$ cat src/icv_pkg.sv
// shared constants, types and kernel tables for the 3x3 convolution core
// no dependencies
package icv_pkg;

  // frame limits and derived widths
  localparam int MAX_WIDTH  = 2048;
  localparam int MAX_HEIGHT = 4096;
  localparam int COL_W      = $clog2(MAX_WIDTH);
  localparam int WEFF_W     = COL_W + 1;
  localparam int HEFF_W     = $clog2(MAX_HEIGHT) + 1;
  localparam int ROW_W      = HEFF_W;

  // register and port widths
  localparam int FW_W       = 12;
  localparam int FH_W       = 13;
  localparam int KS_W       = 3;
  localparam int CFG_IDX_W  = 2;
  localparam int CFG_DATA_W = 13;
  localparam int SAMPLE_W   = 8;
  localparam int PIX_W      = 3 * SAMPLE_W;
  localparam int LB_W       = 2 * PIX_W;

  // arithmetic widths
  localparam int SUM_W      = 14;
  localparam int MAG_W      = 12;
  localparam int MULT_W     = 13;
  localparam int PROD_W     = MAG_W + MULT_W;
  localparam int SHIFT_W    = 4;

  // result queue
  localparam int FIFO_DEPTH = 8;
  localparam int FIFO_PTR_W = $clog2(FIFO_DEPTH);
  localparam int FIFO_CNT_W = FIFO_PTR_W + 1;

  typedef enum logic [CFG_IDX_W-1:0] {
    CFG_FRAME_WIDTH,
    CFG_FRAME_HEIGHT,
    CFG_KERNEL_SELECT,
    CFG_COLOR_MODE
  } icv_cfg_e;

  typedef enum logic [KS_W-1:0] {
    KERN_SMOOTH,
    KERN_BLUR,
    KERN_SHARPEN,
    KERN_MEAN,
    KERN_EMBOSS,
    KERN_IDENTITY
  } icv_kern_e;

  // nine samples of one channel, row-major, top left first
  typedef logic [8:0][SAMPLE_W-1:0] icv_taps_t;

  // per-word control carried down the pipeline
  typedef struct packed {
    logic      started;
    logic      interior;
    logic      last;
    logic      color;
    icv_kern_e kern;
  } icv_ctrl_t;

  // reciprocal of the divisor, exact for all positive sums the kernel can reach
  function automatic logic [MULT_W-1:0] kern_mult(icv_kern_e k);
    logic [MULT_W-1:0] m;
    case (k)
      KERN_SMOOTH:  m = MULT_W'(3641);  // ceil(2^15 / 9)
      KERN_SHARPEN: m = MULT_W'(5462);  // ceil(2^14 / 3)
      default:      m = MULT_W'(1);
    endcase
    return m;
  endfunction

  function automatic logic [SHIFT_W-1:0] kern_shift(icv_kern_e k);
    logic [SHIFT_W-1:0] s;
    case (k)
      KERN_SMOOTH:  s = SHIFT_W'(15);
      KERN_BLUR:    s = SHIFT_W'(4);
      KERN_SHARPEN: s = SHIFT_W'(14);
      default:      s = '0;
    endcase
    return s;
  endfunction

endpackage

$ cat src/icv_chan.sv
// kernel arithmetic for one colour channel: weighted sum, reciprocal
// multiply, shift and saturate over two register stages; uses icv_pkg
module icv_chan import icv_pkg::*; (
  input  logic                clk_i,
  input  icv_taps_t           taps_i,
  input  icv_kern_e           kern_i,
  output logic [SAMPLE_W-1:0] q_o
);

  logic signed [SUM_W-1:0] tap_s [9];
  logic signed [SUM_W-1:0] corner_sum;
  logic signed [SUM_W-1:0] edge_sum;
  logic signed [SUM_W-1:0] all_sum;
  logic signed [SUM_W-1:0] centre;
  logic signed [SUM_W-1:0] sum_d;
  logic signed [SUM_W-1:0] sum_q;
  icv_kern_e               kern_q;
  logic                    pos_d;
  logic [PROD_W-1:0]       prod_d;
  logic [PROD_W-1:0]       prod_q;
  logic                    pos_q;
  logic [SHIFT_W-1:0]      shift_q;
  logic [PROD_W-1:0]       quo;

  // samples as signed values
  always_comb begin
    for (int i = 0; i < 9; i++) begin
      tap_s[i] = signed'(SUM_W'(taps_i[i]));
    end
  end

  // partial sums shared by the kernels
  assign corner_sum = tap_s[0] + tap_s[2] + tap_s[6] + tap_s[8];
  assign edge_sum   = tap_s[1] + tap_s[3] + tap_s[5] + tap_s[7];
  assign centre     = tap_s[4];
  assign all_sum    = corner_sum + edge_sum + centre;

  // weighted sum of the selected kernel
  always_comb begin
    case (kern_i)
      KERN_SMOOTH:  sum_d = all_sum;
      KERN_BLUR:    sum_d = corner_sum + (edge_sum <<< 1) + (centre <<< 2);
      KERN_SHARPEN: sum_d = (centre <<< 3) + (centre <<< 1) + centre - (edge_sum <<< 1);
      KERN_MEAN:    sum_d = (centre <<< 3) + (centre <<< 1) - all_sum;
      KERN_EMBOSS:  sum_d = tap_s[1] - tap_s[7];
      default:      sum_d = centre;
    endcase
  end

  always_ff @(posedge clk_i) begin
    sum_q  <= sum_d;
    kern_q <= kern_i;
  end

  // non-positive sums saturate to zero, so only the magnitude is divided
  assign pos_d  = (sum_q > 0);
  assign prod_d = PROD_W'(sum_q[MAG_W-1:0]) * PROD_W'(kern_mult(kern_q));

  always_ff @(posedge clk_i) begin
    prod_q  <= prod_d;
    pos_q   <= pos_d;
    shift_q <= kern_shift(kern_q);
  end

  // quotient and clamp to a byte
  assign quo = prod_q >> shift_q;

  always_comb begin
    if (!pos_q) begin
      q_o = '0;
    end else if (quo > PROD_W'(255)) begin
      q_o = '1;
    end else begin
      q_o = quo[SAMPLE_W-1:0];
    end
  end

endmodule

$ cat config.mk
export PLATFORM = sky130hd
export DESIGN_NAME = icv_chan
export DESIGN_NICKNAME = d
export VERILOG_FILES = /design/src/icv_pkg.sv /design/src/icv_chan.sv
export SDC_FILE = /design/constraint.sdc
export NUM_CORES = 1
export LEC_CHECK = 0
export BUFFER_PORTS_ARGS = -buffer_cell sky130_fd_sc_hd__buf_2
export CAP_MARGIN = 40
export CORE_ASPECT_RATIO = 2
export CORE_MARGIN = 1.5
export CORE_UTILIZATION = 48
export CTS_CLUSTER_SIZE = 16
export DETAILED_ROUTE_END_ITERATION = 10
export GPL_TIMING_DRIVEN = 0
export PLACE_DENSITY = 0.76
export SLEW_MARGIN = 20
export SYNTH_ARGS = -nofsm -noshare
export SYNTH_HDL_FRONTEND = slang
export SYNTH_SLANG_ARGS = --single-unit
$ cat constraint.sdc
create_clock -name clk_i -period 5.58 [get_ports clk_i]
set_clock_uncertainty 0.2 [all_clocks]
set_input_delay 0.279 -clock clk_i [delete_from_list [all_inputs] [get_ports clk_i]]
set_output_delay 0.279 -clock clk_i [all_outputs]
set_load 0.05 [all_outputs]
==> metrics.txt <==
CP bufs+invs 6; CP Launch Type input pin; final setup margin -0.140 ns; CP delay by family, top adder cells; Rel. slew slack a little under half; syn avg cell area a little under 9 um^2; count of clock tree sinks 46; clk root buf clkbuf_16; Cell variety after synth 80; via count around 10000; first-pass GRT wire length about 56000 um; Max Root-Sink Buffers 2; HP Class in2reg; largest net degree at the start of global routing 17; GRT Resource Usage Total 29.3%; drc violations 0; EDFF count, synth 0; CTS H-tree depth 2; Num CTS Buffers 5; Buffers on Ports between 80 and 90; Core Rows 79; Post-Syn Area 11300 um^2; CORE AREA 23200 um^2; WL per Instance between 20 and 25 um; worst slack at placement -1.11 ns; top_reg_cell synth dfxtp_1; clock-pin slew on the worst setup and hold paths around 0.07 ns; Reg2Reg Setup Slack -0.04 ns; crit path time final 5.72 ns; placed cell count roughly 1700; final period utilization 103%; RSZ-0062 raised after global routing yes; # diodes 0; DRT Wirelength around 36000 um; Least-Margin Pin Slew just over 0.8 ns; # IOs between 80 and 90; Final nets about 1800; Worst EP arrival between 5 and 6 ns; DRT Pass-1 Iters 5; Setup-failing EPs final 3; GP Congestion between 1 and 1.5; failing checks negative setup slack; CP Depth 28; initial drt markers between 400 and 500; Die Area 24600 um^2; post-synth net total approximately 1700; # Max-Cap Violations 0; Hold EP sum_q[2]; slowest stage cell, crit path fa_1; Reg2Reg Capture Point prod_q[21]; die height roughly 220 um; Post-Layout Cell Count 1749; sequential area share after synthesis under 10%; cells after synthesis around 1300; Yosys warnings 0; R2R depth 18; Layout area overhead 20.2%; outcome finished, violations left; Hold Crit Start taps_i[34]; largest stage delay on the critical path ~0.52 ns; element type at the critical path end register; Synth async-reset ratio 0%; CP required 5.63 ns; Pins Over Slew Limit 0; worst-skew pair later-pin latency 0.31 ns; die width ~110 um; worst-path maximum fanout 5; crit path kind in2reg; dpl hpwl 29700 um; drt via density 5.90; maximum clock rate approximately 0.17 GHz; hold depth 3; FF+latch count, synth 46; vias in the first global route about 12000; Hold Violations, Final 0; FF-to-FF Start kern_q[0]; CTS tree done; initial antenna violation count 0; ratio of cells with drive above 1 in the final layout between 20% and 30%; final global-route overflow total 0; hold slack final about 0.15 ns; DRT antenna net count 0; Initial Util just under 50%
-- metrics by stage --
step / setup TNS [ns] / area [um^2] / util (%)
2_1_floorplan: -0.125 / 11500 / -
3_3_place_gp: -12.78 / 12200 / 52.7
3_5_place_dp: -14.81 / 12200 / 52.7
4_1_cts: -0.362 / 13300 / 57.2
5_1_grt: -2.28 / 13600 / 58.7
6_report: -0.216 / 13600 / 58.7
-- synthesized netlist by cell type, types with 4 or more instances --
cell type / n / share of area, %
and2_1: 17 / 0.94
mux2_2: 6 / 0.60
o221a_1: 4 / 0.40
inv_1: 251 / 8.3
xor2_1: 25 / 1.9
nand4_1: 5 / 0.28
o21a_1: 8 / 0.53
nor2_1: 70 / 2.3
fa_1: 147 / 26
o21bai_1: 12 / 0.79
a211o_1: 11 / 0.85
o211ai_1: 9 / 0.60
a211oi_1: 18 / 1.2
nand2b_1: 11 / 0.61
nand2_1: 52 / 1.7
a21oi_1: 72 / 3.2
nor3b_1: 8 / 0.53
xnor2_1: 34 / 2.6
or3_1: 5 / 0.28
nand3_1: 9 / 0.40
a21o_1: 32 / 2.1
o311a_1: 5 / 0.44
dfxtp_1: 46 / 8.1
a2111oi_0: 4 / 0.31
clkbuf_1: 18 / 0.60
a21boi_0: 5 / 0.33
or2_2: 6 / 0.33
o21ai_0: 63 / 2.8
mux4_2: 5 / 0.99
and3_1: 19 / 1.0
o221a_2: 6 / 0.60
mux2i_1: 28 / 2.5
nor4_1: 5 / 0.28
buf_2: 5 / 0.22
nor2b_1: 31 / 1.7
a31oi_1: 11 / 0.61
ha_1: 149 / 16
nor3_1: 24 / 1.1
-- layout by cell type (no fill, tap or decap), types with 16 or more instances in the layout --
cell | Yosys | final
nand2_1 | 52 | 47
a211oi_1 | 18 | 16
nor2b_1 | 31 | 23
ha_1 | 149 | 135
o21ai_0 | 63 | 46
xor2_1 | 25 | 19
dfxtp_1 | 46 | 43
inv_1 | 251 | 229
buf_4 | 1 | 63
a21o_1 | 32 | 32
nor2_1 | 70 | 64
fa_1 | 147 | 137
xnor2_1 | 34 | 31
buf_2 | 5 | 87
inv_2 | 1 | 21
a21oi_1 | 72 | 61
nor3_1 | 24 | 24
mux2i_1 | 28 | 28
-- flip-flops by register name (all words and copies together), names as in the netlist --
register,cells
prod_q,25
pos_q,1
shift_q,3
sum_q,14
kern_q,3
-- cell type report --
class | instances | area [um^2]
multi-input cells | 976 | 10000
clock buffers | 5 | 125
repair buffers | 158 | 1040
clock inverters | 3 | 23.8
inverters | 252 | 956
plain buffers | 26 | 191
fillers | 1943 | 9600
flip-flops and latches | 46 | 930
well taps | 283 | 354
-- repair_timing --
item / 4_1_cts / 5_1_grt
hold buffers: 3 / 0
gates resized for setup: 135 / 52
setup buffers: 47 / 19
pin swaps: 67 / 51
hold endpoints to repair: 3 / 0
gates cloned: 2 / 0
endpoints found under the setup margin: 21 / 16
-- worst max path at each step --
| stage | start | end | slack (ns) |
|---|---|---|---|
| finish | taps_i[17] | sum_q[10] | -0.14 |
| floorplan | taps_i[49] | sum_q[10] | -0.09 |
| detailed placement | kern_q[0] | prod_q[24] | -1.11 |
| global route | taps_i[17] | sum_q[10] | -0.42 |
| global placement | kern_q[0] | prod_q[24] | -1.03 |
| CTS | taps_i[1] | sum_q[10] | -0.15 |
-- worst reg2reg max path: cells and delay by family, from the launching register on --
family	cells	cell delay, ns
and+or+nand+nor	3	0.94
adders and majority gates	6	2.80
AOI/OAI and AO/OA	5	0.89
buffers and inverters	4	0.38
DFF	1	0.35
-- kinds of logic (layout without fill, tap and decap cells) --
group                    Yosys count  in the layout  synth area share, %
buffers and inverters            282            444                 9.56
AND/OR/NAND/NOR                  273            273                 12.3
XOR/XNOR                          59             59                 4.56
flip-flops                        46             46                 8.12
AO/OA/AOI/OAI                    308            308                 18.9
multiplexers                      40             40                 4.19
adder cells (fa/ha/maj)          296            296                 42.4
-- layer usage --
layer,vias to the layer above,share of wire (%),track usage [%]
li1,4756,-,-
met1,4972,28,20.5
met2,374,58,61.2
met3,215,2.6,2.57
met4,0,12,32.0
met5,-,0,0
Power is left out: the tool's default activity adds up to more than one toggle a clock period on the data nets, which glitch-free logic cannot reach.
